$ cat src/hdl/rsls_pkg.sv
package rsls_pkg;

    // Header constants
    localparam logic [31:0] HDR_MAGIC   = 32'hFA24_C001;
    localparam logic [7:0]  FLAG_VALID  = 8'h02;
    localparam logic [31:0] CRC_POLY    = 32'hEDB8_8320;
    localparam logic [31:0] CRC_ALL     = 32'hFFFF_FFFF;
    localparam logic [31:0] SERIAL_HALF = 32'h8000_0000;
    localparam logic [15:0] HDR_BYTES   = 16'd32;

    // Region size limit and CRC schedule
    localparam int MAX_SLOTS  = 256;
    localparam int CRC_WORDS  = 8;
    localparam int CNT_W      = $clog2(CRC_WORDS);

    // Configuration register indexes
    typedef enum logic [2:0] {
        CFG_LAYOUT     = 3'd0,
        CFG_TYPE       = 3'd1,
        CFG_SCHEMA     = 3'd2,
        CFG_SLOT_SIZE  = 3'd3,
        CFG_SLOT_COUNT = 3'd4
    } rsls_cfg_idx_t;

    typedef struct packed {
        logic        read_ok;
        logic [31:0] magic_word;
        logic [15:0] hdr_layout;
        logic [15:0] hdr_type;
        logic [15:0] hdr_schema;
        logic [7:0]  hdr_flags;
        logic [31:0] sequence_req;
        logic [15:0] payload_length;
        logic [31:0] stored_header_crc;
        logic [31:0] payload_crc;
    } rsls_in_t;

    typedef struct packed {
        logic        status;
        logic [8:0]  valid_slots;
        logic [7:0]  latest_slot;
        logic [31:0] latest_sequence;
    } rsls_out_t;

    // Checker settings seen by the front end
    typedef struct packed {
        logic [15:0] layout_version;
        logic [15:0] record_type;
        logic [15:0] schema_version;
        logic [15:0] slot_size;
    } rsls_cfg_t;

    // One classified slot, front to back
    typedef struct packed {
        logic        fail;
        logic        ok;
        logic [31:0] seq;
    } rsls_rec_t;

    typedef enum logic [1:0] {
        FR_IDLE = 2'd0,
        FR_CRC  = 2'd1,
        FR_PUSH = 2'd2
    } rsls_front_state_t;

    // Advance a reflected CRC-32 over one little-endian 32-bit word that has
    // already been folded into the register; synthesis flattens it to an
    // XOR network.
    function automatic logic [31:0] crc32_word(input logic [31:0] c_in);
        logic [31:0] c;
        c = c_in;
        for (int k = 0; k < 32; k++)
        begin
            c = c[0] ? ((c >> 1) ^ CRC_POLY) : (c >> 1);
        end
        return c;
    endfunction

endpackage

$ cat src/hdl/rsls_front.sv
module rsls_front
    import rsls_pkg::*;
(
    input  logic      clk,
    input  logic      rst_n,
    input  rsls_cfg_t cfg,
    input  logic      in_valid,
    output logic      in_ready,
    input  rsls_in_t  in_data,
    output logic      push_valid,
    input  logic      push_ready,
    output rsls_rec_t push_data
);

    rsls_front_state_t state_reg, state_next;
    logic [CNT_W-1:0]  cnt_reg, cnt_next;
    logic [31:0]       crc_reg, crc_next;
    logic [32*CRC_WORDS-1:0] sh_reg, sh_next;
    logic [31:0]       seq_reg, seq_next;
    logic [31:0]       hcrc_reg, hcrc_next;
    logic              fail_reg, fail_next;
    logic              ok_reg, ok_next;

    logic [15:0] cap;
    logic        pre_ok;
    logic        accept;

    // Classify the field checks of an incoming header
    always_comb
    begin
        cap = (cfg.slot_size > HDR_BYTES) ? (cfg.slot_size - HDR_BYTES) : 16'd0;
        pre_ok = (in_data.magic_word == HDR_MAGIC)
              && (in_data.hdr_flags == FLAG_VALID)
              && (in_data.hdr_layout == cfg.layout_version)
              && (in_data.hdr_type == cfg.record_type)
              && (in_data.hdr_schema == cfg.schema_version)
              && (in_data.payload_length <= cap);
    end

    assign in_ready   = (state_reg == FR_IDLE) || ((state_reg == FR_PUSH) && push_ready);
    assign accept     = in_valid && in_ready;
    assign push_valid = (state_reg == FR_PUSH);

    always_comb
    begin
        push_data.fail = fail_reg;
        push_data.ok   = ok_reg && ((crc_reg ^ CRC_ALL) == hcrc_reg);
        push_data.seq  = seq_reg;
    end

    // Hold the state register
    always_ff @(posedge clk or negedge rst_n)
    begin
        if (!rst_n)
        begin
            state_reg <= FR_IDLE;
        end
        else
        begin
            state_reg <= state_next;
        end
    end

    // Hold the header and CRC working registers
    always_ff @(posedge clk)
    begin
        cnt_reg  <= cnt_next;
        crc_reg  <= crc_next;
        sh_reg   <= sh_next;
        seq_reg  <= seq_next;
        hcrc_reg <= hcrc_next;
        fail_reg <= fail_next;
        ok_reg   <= ok_next;
    end

    // Load a header, walk the CRC one word a cycle, then hand the slot on
    always_comb
    begin
        state_next = state_reg;
        cnt_next   = cnt_reg;
        crc_next   = crc_reg;
        sh_next    = sh_reg;
        seq_next   = seq_reg;
        hcrc_next  = hcrc_reg;
        fail_next  = fail_reg;
        ok_next    = ok_reg;

        unique case (state_reg)
            FR_IDLE, FR_PUSH:
            begin
                if ((state_reg == FR_PUSH) && push_ready)
                begin
                    state_next = FR_IDLE;
                end
                if (accept)
                begin
                    cnt_next  = '0;
                    crc_next  = CRC_ALL;
                    sh_next   = {32'd0,
                                 in_data.payload_crc,
                                 32'd0,
                                 HDR_BYTES, in_data.payload_length,
                                 in_data.sequence_req,
                                 8'd0, in_data.hdr_flags, in_data.hdr_schema,
                                 in_data.hdr_type, in_data.hdr_layout,
                                 in_data.magic_word};
                    seq_next  = in_data.sequence_req;
                    hcrc_next = in_data.stored_header_crc;
                    fail_next = !in_data.read_ok;
                    ok_next   = pre_ok;
                    state_next = (in_data.read_ok && pre_ok) ? FR_CRC : FR_PUSH;
                end
            end
            FR_CRC:
            begin
                crc_next = crc32_word(crc_reg ^ sh_reg[31:0]);
                sh_next  = sh_reg >> 32;
                cnt_next = cnt_reg + 1'b1;
                if (cnt_reg == CNT_W'(CRC_WORDS - 1))
                begin
                    state_next = FR_PUSH;
                end
            end
            default:
            begin
                state_next = FR_IDLE;
            end
        endcase
    end

endmodule

$ cat src/hdl/rsls_queue.sv
module rsls_queue
    import rsls_pkg::*;
(
    input  logic      clk,
    input  logic      rst_n,
    input  logic      push_valid,
    output logic      push_ready,
    input  rsls_rec_t push_data,
    output logic      pop_valid,
    input  logic      pop_ready,
    output rsls_rec_t pop_data
);

    rsls_rec_t  mem_reg [2];
    logic       wr_ptr_reg, rd_ptr_reg;
    logic [1:0] cnt_reg;
    logic       do_push, do_pop;

    assign push_ready = (cnt_reg != 2'd2);
    assign pop_valid  = (cnt_reg != 2'd0);
    assign pop_data   = mem_reg[rd_ptr_reg];
    assign do_push    = push_valid && push_ready;
    assign do_pop     = pop_valid && pop_ready;

    // Store a transfer into the slot under the write pointer
    always_ff @(posedge clk)
    begin
        if (do_push)
        begin
            mem_reg[wr_ptr_reg] <= push_data;
        end
    end

    // Advance pointers and fill count
    always_ff @(posedge clk or negedge rst_n)
    begin
        if (!rst_n)
        begin
            wr_ptr_reg <= 1'b0;
            rd_ptr_reg <= 1'b0;
            cnt_reg    <= 2'd0;
        end
        else
        begin
            if (do_push)
            begin
                wr_ptr_reg <= !wr_ptr_reg;
            end
            if (do_pop)
            begin
                rd_ptr_reg <= !rd_ptr_reg;
            end
            if (do_push && !do_pop)
            begin
                cnt_reg <= cnt_reg + 2'd1;
            end
            else if (do_pop && !do_push)
            begin
                cnt_reg <= cnt_reg - 2'd1;
            end
        end
    end

endmodule

$ cat src/hdl/rsls_back.sv
module rsls_back
    import rsls_pkg::*;
#(
    parameter int SLOT_LIMIT = MAX_SLOTS
)
(
    input  logic      clk,
    input  logic      rst_n,
    input  logic [8:0] slot_count,
    input  logic      pop_valid,
    output logic      pop_ready,
    input  rsls_rec_t pop_data,
    output logic      out_valid,
    input  logic      out_ready,
    output rsls_out_t out_data
);

    localparam logic [8:0] LIMIT_CAP = 9'((SLOT_LIMIT < 256) ? SLOT_LIMIT : 256);

    logic [8:0]  seen_reg, seen_next;
    logic [8:0]  vcnt_reg, vcnt_next;
    logic [31:0] best_seq_reg, best_seq_next;
    logic [7:0]  best_slot_reg, best_slot_next;
    logic        res_valid_reg, res_valid_next;
    rsls_out_t   res_reg, res_next;

    logic [8:0]  limit;
    logic [8:0]  seen_inc;
    logic [8:0]  vcnt_inc;
    logic [31:0] seq_diff;
    logic        newer;
    logic        take;

    assign pop_ready = !res_valid_reg || out_ready;
    assign take      = pop_valid && pop_ready;
    assign out_valid = res_valid_reg;
    assign out_data  = res_reg;

    // Fold one classified slot into the scan and emit at its end
    always_comb
    begin
        if (slot_count == 9'd0)
        begin
            limit = 9'd1;
        end
        else if (slot_count > LIMIT_CAP)
        begin
            limit = LIMIT_CAP;
        end
        else
        begin
            limit = slot_count;
        end

        seen_inc = seen_reg + 9'd1;
        vcnt_inc = vcnt_reg + 9'd1;
        seq_diff = pop_data.seq - best_seq_reg;
        newer    = (pop_data.seq != best_seq_reg) && (seq_diff < SERIAL_HALF);

        seen_next      = seen_reg;
        vcnt_next      = vcnt_reg;
        best_seq_next  = best_seq_reg;
        best_slot_next = best_slot_reg;
        res_next       = res_reg;
        res_valid_next = res_valid_reg && !out_ready;

        if (take)
        begin
            if (pop_data.fail)
            begin
                res_next.status          = 1'b1;
                res_next.valid_slots     = vcnt_reg;
                res_next.latest_slot     = best_slot_reg;
                res_next.latest_sequence = best_seq_reg;
                res_valid_next = 1'b1;
                seen_next      = '0;
                vcnt_next      = '0;
                best_seq_next  = '0;
                best_slot_next = '0;
            end
            else
            begin
                if (pop_data.ok)
                begin
                    vcnt_next = vcnt_inc;
                    if ((vcnt_inc == 9'd1) || newer)
                    begin
                        best_seq_next  = pop_data.seq;
                        best_slot_next = seen_reg[7:0];
                    end
                end
                seen_next = seen_inc;
                if (seen_inc >= limit)
                begin
                    res_next.status          = 1'b0;
                    res_next.valid_slots     = vcnt_next;
                    res_next.latest_slot     = best_slot_next;
                    res_next.latest_sequence = best_seq_next;
                    res_valid_next = 1'b1;
                    seen_next      = '0;
                    vcnt_next      = '0;
                    best_seq_next  = '0;
                    best_slot_next = '0;
                end
            end
        end
    end

    // Hold scan state and the result flag
    always_ff @(posedge clk or negedge rst_n)
    begin
        if (!rst_n)
        begin
            seen_reg      <= '0;
            vcnt_reg      <= '0;
            best_seq_reg  <= '0;
            best_slot_reg <= '0;
            res_valid_reg <= 1'b0;
        end
        else
        begin
            seen_reg      <= seen_next;
            vcnt_reg      <= vcnt_next;
            best_seq_reg  <= best_seq_next;
            best_slot_reg <= best_slot_next;
            res_valid_reg <= res_valid_next;
        end
    end

    // Hold the result payload
    always_ff @(posedge clk)
    begin
        res_reg <= res_next;
    end

    a_vcnt_le_seen: assert property (@(posedge clk) disable iff (!rst_n)
        vcnt_reg <= seen_reg)
        else $error("valid count exceeds slots seen");

    a_seen_bound: assert property (@(posedge clk) disable iff (!rst_n)
        seen_reg <= 9'd255)
        else $error("slot counter ran past the ring");

    a_empty_best: assert property (@(posedge clk) disable iff (!rst_n)
        (vcnt_reg == 9'd0) |-> ((best_seq_reg == 32'd0) && (best_slot_reg == 8'd0)))
        else $error("newest slot set with no valid header");

endmodule

$ cat src/hdl/record_slot_latest_scanner.sv
// Record slot scanner: checks the slot headers of one record region and
// reports how many are valid and which slot holds the newest sequence.
// Channels: in (valid/ready, one slot header per transfer, in slot order)
// and out (valid/ready, one scan summary). Configuration is a plain write
// port (cfg_we, cfg_index, cfg_data); the user must write it only while
// the block is idle, which the block itself does not enforce. A header
// that passes the field checks runs its CRC-32 one 32-bit word per cycle
// over eight words, and no new header is taken until that CRC is done; a
// header that fails a field check or a read skips the CRC. The last
// header's result then passes through the front end's hand-off register,
// the queue and the output register to form the summary; a failed read
// ends the scan at once with status 1.
// A two-entry queue separates the header checker from the scan tracker,
// and the summary sits in an output register: while the receiver stalls
// the front end keeps taking headers until the queue fills.
// Reset restores the default configuration and starts an empty scan;
// it takes effect at once.
module record_slot_latest_scanner
    import rsls_pkg::*;
#(
    parameter int SLOT_LIMIT = MAX_SLOTS
)
(
    input  logic        clk,
    input  logic        rst_n,
    input  logic        cfg_we,
    input  logic [2:0]  cfg_index,
    input  logic [15:0] cfg_data,
    input  logic        in_valid,
    output logic        in_ready,
    input  rsls_in_t    in_data,
    output logic        out_valid,
    input  logic        out_ready,
    output rsls_out_t   out_data
);

    rsls_cfg_t  cfg_reg;
    logic [8:0] slot_count_reg;

    logic      f_push_valid, f_push_ready;
    rsls_rec_t f_push_data;
    logic      q_pop_valid, q_pop_ready;
    rsls_rec_t q_pop_data;

    // Write configuration registers
    always_ff @(posedge clk or negedge rst_n)
    begin
        if (!rst_n)
        begin
            cfg_reg.layout_version <= 16'd1;
            cfg_reg.record_type    <= 16'd1;
            cfg_reg.schema_version <= 16'd1;
            cfg_reg.slot_size      <= 16'd64;
            slot_count_reg         <= 9'd2;
        end
        else if (cfg_we)
        begin
            unique case (cfg_index)
                CFG_LAYOUT:     cfg_reg.layout_version <= cfg_data;
                CFG_TYPE:       cfg_reg.record_type    <= cfg_data;
                CFG_SCHEMA:     cfg_reg.schema_version <= cfg_data;
                CFG_SLOT_SIZE:  cfg_reg.slot_size      <= cfg_data;
                CFG_SLOT_COUNT: slot_count_reg         <= cfg_data[8:0];
                default:        ;
            endcase
        end
    end

    rsls_front u_front (
        .clk        (clk),
        .rst_n      (rst_n),
        .cfg        (cfg_reg),
        .in_valid   (in_valid),
        .in_ready   (in_ready),
        .in_data    (in_data),
        .push_valid (f_push_valid),
        .push_ready (f_push_ready),
        .push_data  (f_push_data)
    );

    rsls_queue u_queue (
        .clk        (clk),
        .rst_n      (rst_n),
        .push_valid (f_push_valid),
        .push_ready (f_push_ready),
        .push_data  (f_push_data),
        .pop_valid  (q_pop_valid),
        .pop_ready  (q_pop_ready),
        .pop_data   (q_pop_data)
    );

    rsls_back #(
        .SLOT_LIMIT (SLOT_LIMIT)
    ) u_back (
        .clk        (clk),
        .rst_n      (rst_n),
        .slot_count (slot_count_reg),
        .pop_valid  (q_pop_valid),
        .pop_ready  (q_pop_ready),
        .pop_data   (q_pop_data),
        .out_valid  (out_valid),
        .out_ready  (out_ready),
        .out_data   (out_data)
    );

endmodule
$ cat config.mk
export PLATFORM = sky130hd
export DESIGN_NAME = record_slot_latest_scanner
export DESIGN_NICKNAME = d
export VERILOG_FILES = /design/src/hdl/rsls_pkg.sv /design/src/hdl/rsls_front.sv /design/src/hdl/rsls_queue.sv /design/src/hdl/rsls_back.sv /design/src/hdl/record_slot_latest_scanner.sv
export SDC_FILE = /design/constraint.sdc
export NUM_CORES = 1
export LEC_CHECK = 0
export BUFFER_PORTS_ARGS = -buffer_cell sky130_fd_sc_hd__buf_2
export CORE_ASPECT_RATIO = 0.6
export CORE_MARGIN = 2
export CORE_UTILIZATION = 64
export DETAILED_ROUTE_END_ITERATION = 16
export PLACE_DENSITY_LB_ADDON = 0.25
export SETUP_SLACK_MARGIN = 0.4
export SLEW_MARGIN = 30
export SYNTH_ARGS = -nofsm -noshare
export SYNTH_HDL_FRONTEND = slang
export SYNTH_HIERARCHICAL = 1
export SYNTH_SLANG_ARGS = --single-unit
$ cat constraint.sdc
create_clock -name clk -period 15.7 [get_ports clk]
set_input_delay 2.355 -clock clk [delete_from_list [all_inputs] [get_ports clk]]
set_output_delay 2.355 -clock clk [all_outputs]
set_load 0.05 [all_outputs]
---- Word-level counts from Yosys, hierarchy flattened ----
Memories as Yosys holds them, arrays and structs flattened.
Cells that the tools add are included.
storage, ports and cells
  register bits after elaboration ......... 545
  memory bits (writable) .................. 68
  input bits .............................. 225
  word-level logic and storage cells ...... 200
  memories ................................ 1
memory list
  memory           words  bits a word  rd ports  clocked after Yosys merged registers in  wr ports  line              source
  u_queue.mem_reg  2      34           1         0                                        1         rsls_queue.sv:14  rsls_rec_t mem_reg [2];
operators by class
  add/subtract/negate cells ............... 7
  order comparisons ....................... 5
  equality and inequality tests ........... 19
  mux-type cells .......................... 68
  bitwise logic cells ..................... 34
  reductions and logical operators ........ 41
operators by type and width
  operator                 number
  $mux W32                 37
  $pmux W256 S2            1
  $not A13 Y14             32
  $mux W256                1
  $pmux W32 S2             1
  $mux W9                  7
  $mux W50                 1
  $mux W49                 1
  $eq A16 B16 Y1           3
  $eq A32 B32 Y1           1
  $eq A32 B32 Y1 const B   1
  $lt A32 B32 Y1 const B   1
  $mux W8                  4
  $ne A32 B32 Y1           1
  $not A32 Y32             1
  $sub A32 B32 Y32         1
  $xor A32 B32 Y32         1
  $add A9 B1 Y9 const B    2
  $reduce_and A2 Y1        9
  $gt A16 B6 Y1 const B    1
  $le A16 B16 Y1           1
  $mux W16                 1
  $sub A16 B6 Y16 const B  1
  $logic_and A1 B1 Y1      14
  27 further kinds         50

---- Logic depth before layout (Yosys ltp) ----
  depth in word-level cells ............... 66
  depth in mapped cells ................... 16
  mapped depth without buffers ............ 16

---- Hierarchy ----
The synthesis kept the hierarchy.
modules (own cells, without submodules)
  module                      instances  cells an instance  area each (um^2)
  rsls_front                  1          1403               17108.9
  rsls_back                   1          499                5854.4
  record_slot_latest_scanner  1          158                2805.2
  rsls_queue                  1          124                2798.9

---- Least setup slack after synthesis ----
No wires, ideal clock.
  path type ............................... input port to flip-flop
  start ................................... in in_valid
  end ..................................... reg u_front.cnt_reg[0] (enable)
  library setup time ...................... 1999 ps
  data arrival time ....................... 6654 ps
  path slack .............................. 7047 ps
  cell stages on the path ................. 2
  path buffers ............................ 0
  path through ............................ nand2_1 -> nand2_1
on the way
  word-level cells in the longest chain between the ends .. 3
RTL lines
  what                                line                              source
  start: declaration                  record_slot_latest_scanner.sv:29  input logic in_valid,
  $logic_and A1 B1 Y1                 rsls_front.sv:41                  assign accept = in_valid && in_ready;
  $ne A2 B1 Y1 (no source line)       n/a
  $reduce_and A2 Y1 (no source line)  n/a
  end signal: assignment              rsls_front.sv:67                  cnt_reg <= cnt_next;
  end: declaration                    rsls_front.sv:16                  logic [CNT_W-1:0] cnt_reg, cnt_next;
Every way passes these cells.
A chain may end at the register's enable or synchronous reset.

==> flow_summary.json <==
{
  "status": "completed",
  "setup_violations": 0,
  "drcViolationCount": 0,
  "ff2ff_path_depth": 10,
  "vias_per_cell": 6.03,
  "die_height_um": 168,
  "worstMarginPinSlew_ps": 1200,
  "hold_violations": 0,
  "drv_slew": 0,
  "detail_route.wl_per_cell_um": 25.4,
  "r2r-end": "u_back/out_data[5]$_DFFE_PP_",
  "port_buffers": 276,
  "die_area_um2": 46400,
  "syn_area_per_cell_um2": 13.1,
  "row_count": 59,
  "grt_pass1_vias": 17800,
  "rrSetupSlack_ps": 10540,
  "grt_max_degree": 123,
  "cp_common_cell": "mux2_2",
  "cpMaxStageDelayCell": "nor4_1",
  "final_cell_mix": "509 x nand2_1, 443 x edfxtp_1, 275 x buf_2",
  "period_needed_ps": 5160,
  "cp-start-kind": "flip-flop",
  "syn_nets": 2472,
  "vias": 18600,
  "holdCritPathClass": "reg2reg",
  "cts-root-buf": "clkbuf_16",
  "dp_hpwl_um": 57600,
  "crit_arrival_ps": 5510,
  "largest_register_ffs": 224,
  "clk_pin_slew_ps": 60,
  "setup_tns_ps": 0,
  "hold_end": "u_queue/mem_reg[1][24]$_DFFE_PP_",
  "hold_buffers": 0,
  "endpoint_kind": "flip-flop",
  "synth-async-reset-ratio": 0.238,
  "cts_sinks": 581,
  "period_share": 0.329,
  "numCtsBuffers": 52,
  "critical_path_required_ps": 16040,
  "antenna_found_initial": 10,
  "skew_ps": 24.3,
  "synthFlopType": "edfxtp_1",
  "hold_path_depth": 0,
  "start_util": 0.654,
  "rsz0062_at_grt": "false",
  "synth.distinct_cells": 73,
  "postCtsSetupBuffers": 0,
  "drt-initial-drc-count": 2395,
  "fmax_ghz": 0.194,
  "min_from": "u_front/seq_reg[24]$_DFFE_PP_",
  "synth_edf_count": 443,
  "path_cells": "buf_4 -> mux2_2 -> ha_1 -> nand4_1 -> nor4_1 -> o21ai_0 -> mux2_2 -> a21oi_4 -> buf_4 -> mux2_2",
  "mostFrequentLayoutCell": "nand2_1",
  "htree_levels": 2,
  "r2r-start": "u_queue/rd_ptr_reg$_DFFE_PN0P_",
  "synth_seq_area_share": 0.587,
  "cts_tree": "done",
  "synth_warnings": 6,
  "grt_use_total": 0.336,
  "synth-seq-cells": 581,
  "layout.nets": 2738,
  "post_cts_resize_count": 0,
  "ios": 277,
  "core_um2": 43700,
  "path_max_fanout": 35,
  "synth_cells": 2184,
  "gp_congestion": 1.02,
  "crit_type": "reg2reg",
  "grt-ovfl-total": 0,
  "area_growth_syn_to_layout_pct": 13.1,
  "max_stage_delay_ps": 860,
  "drt_wl_total_um": 78400,
  "max-clock-path-buffers": 3,
  "die-width_um": 277,
  "maxSlewHeadroom": 0.189,
  "first_pass_iters": 5,
  "ant_nets": 0,
  "syn_area_um2": 28600,
  "drive_above_1_share": 0.227,
  "drv_cap": 0,
  "grt_pass1_wl_um": 114000,
  "worst_skew_pair.late_latency_ps": 590
}
layout make-up:
type                            count  area, um^2
Inverter                           44         165
Fill cell                        2841       11400
Sequential cell                   581       16800
Clock inverter                     38         455
Timing Repair Buffer              297        1580
Clock buffer                       60        1370
Tap cell                          579         724
Multi-Input combinational cell   1474       11200
Antenna cell                       10        25.0
how the worst max path moves through the flow:
stage,startpoint,to,slack [ps],cells after the start
after floorplan,in_valid,u_front/cnt_reg[0]$_SDFFCE_PN0P_,7050,2
after global placement,in_data[115],u_front/state_reg[0]$_DFFE_PN0P_,10780,10
after detailed placement,u_queue/rd_ptr_reg$_DFFE_PN0P_,u_back/out_data[6]$_DFFE_PP_,10720,10
after CTS,u_queue/rd_ptr_reg$_DFFE_PN0P_,u_back/out_data[6]$_DFFE_PP_,10680,10
after global routing,u_queue/rd_ptr_reg$_DFFE_PN0P_,u_back/out_data[0]$_DFFE_PP_,10370,10
final,u_queue/rd_ptr_reg$_DFFE_PN0P_,u_back/out_data[5]$_DFFE_PP_,10540,10
cells by family (layout without fill, tap and decap cells):
group,count (synthesis),in the layout,synth area share
buf+inv,129,439,0.0226
compound gates,139,139,0.0363
flops,581,581,0.587
simple gates,753,753,0.120
xor+xnor,370,370,0.144
other cells,0,10,0
fa+ha+maj,63,63,0.0276
mux,149,149,0.0625
synth_stat cells, types with 4 or more instances:
library cell / count / area share
o21a_1: 6 / 0.0016
o31ai_1: 4 / 0.0011
nand2_1: 511 / 0.067
a21o_1: 5 / 0.0013
mux2_4: 29 / 0.015
xnor2_2: 10 / 0.0057
dfstp_2: 5 / 0.0046
a21oi_1: 22 / 0.0039
nand3_1: 13 / 0.0023
nor3_1: 8 / 0.0014
a211oi_1: 4 / 0.0011
buf_4: 5 / 0.0013
dfrtp_1: 133 / 0.12
xnor2_4: 6 / 0.0058
buf_6: 8 / 0.0032
clkbuf_1: 54 / 0.0071
xnor3_1: 36 / 0.028
buf_2: 10 / 0.0018
nand3b_1: 4 / 0.0011
xor2_1: 103 / 0.032
a32o_1: 41 / 0.014
nor2b_1: 7 / 0.0015
nor2_1: 24 / 0.0032
nand4_1: 33 / 0.0072
nand2b_1: 7 / 0.0015
nor4b_1: 4 / 0.0012
nor4_1: 22 / 0.0048
xnor3_2: 7 / 0.0058
and2_1: 93 / 0.020
o21ai_0: 37 / 0.0065
mux2_1: 12 / 0.0047
inv_1: 43 / 0.0056
ha_1: 63 / 0.028
edfxtp_1: 443 / 0.47
xnor2_1: 201 / 0.062
mux2_2: 107 / 0.042
and3_1: 6 / 0.0013
worst max-delay path: cells and delay by family, from the launching register on:
kind / cells / cell delay (ps)
buffers and inverters: 2 / 930
muxes: 3 / 1210
and+or+nand+nor: 2 / 1020
DFF: 1 / 340
AOI/OAI and AO/OA: 2 / 1060
adders and majority gates: 1 / 310
stage by stage:
stage	utilization	hold WS (ps)	area [um^2]	setup slack, ps	cells
3_3_place_gp	0.696	422	30400	10780	2974
4_1_cts	0.738	440	32300	10680	3073
3_5_place_dp	0.697	429	30400	10720	2975
2_1_floorplan	-	421	28600	7050	2184
5_1_grt	0.739	450	32300	10370	3082
6_report	0.739	441	32300	10540	3083
metal layers:
layer	global-route usage	wire length, um	share of wire	vias to the layer above
met4	0.0806	1740	0.022	0
met3	0.0882	9640	0.12	103
met1	0.539	34500	0.44	9184
met5	0	0	0	-
li1	-	-	-	8217
met2	0.456	32600	0.42	1088
Power is not shown: default switching activity piles up to over one toggle a cycle in this logic, so the estimate is an artifact.
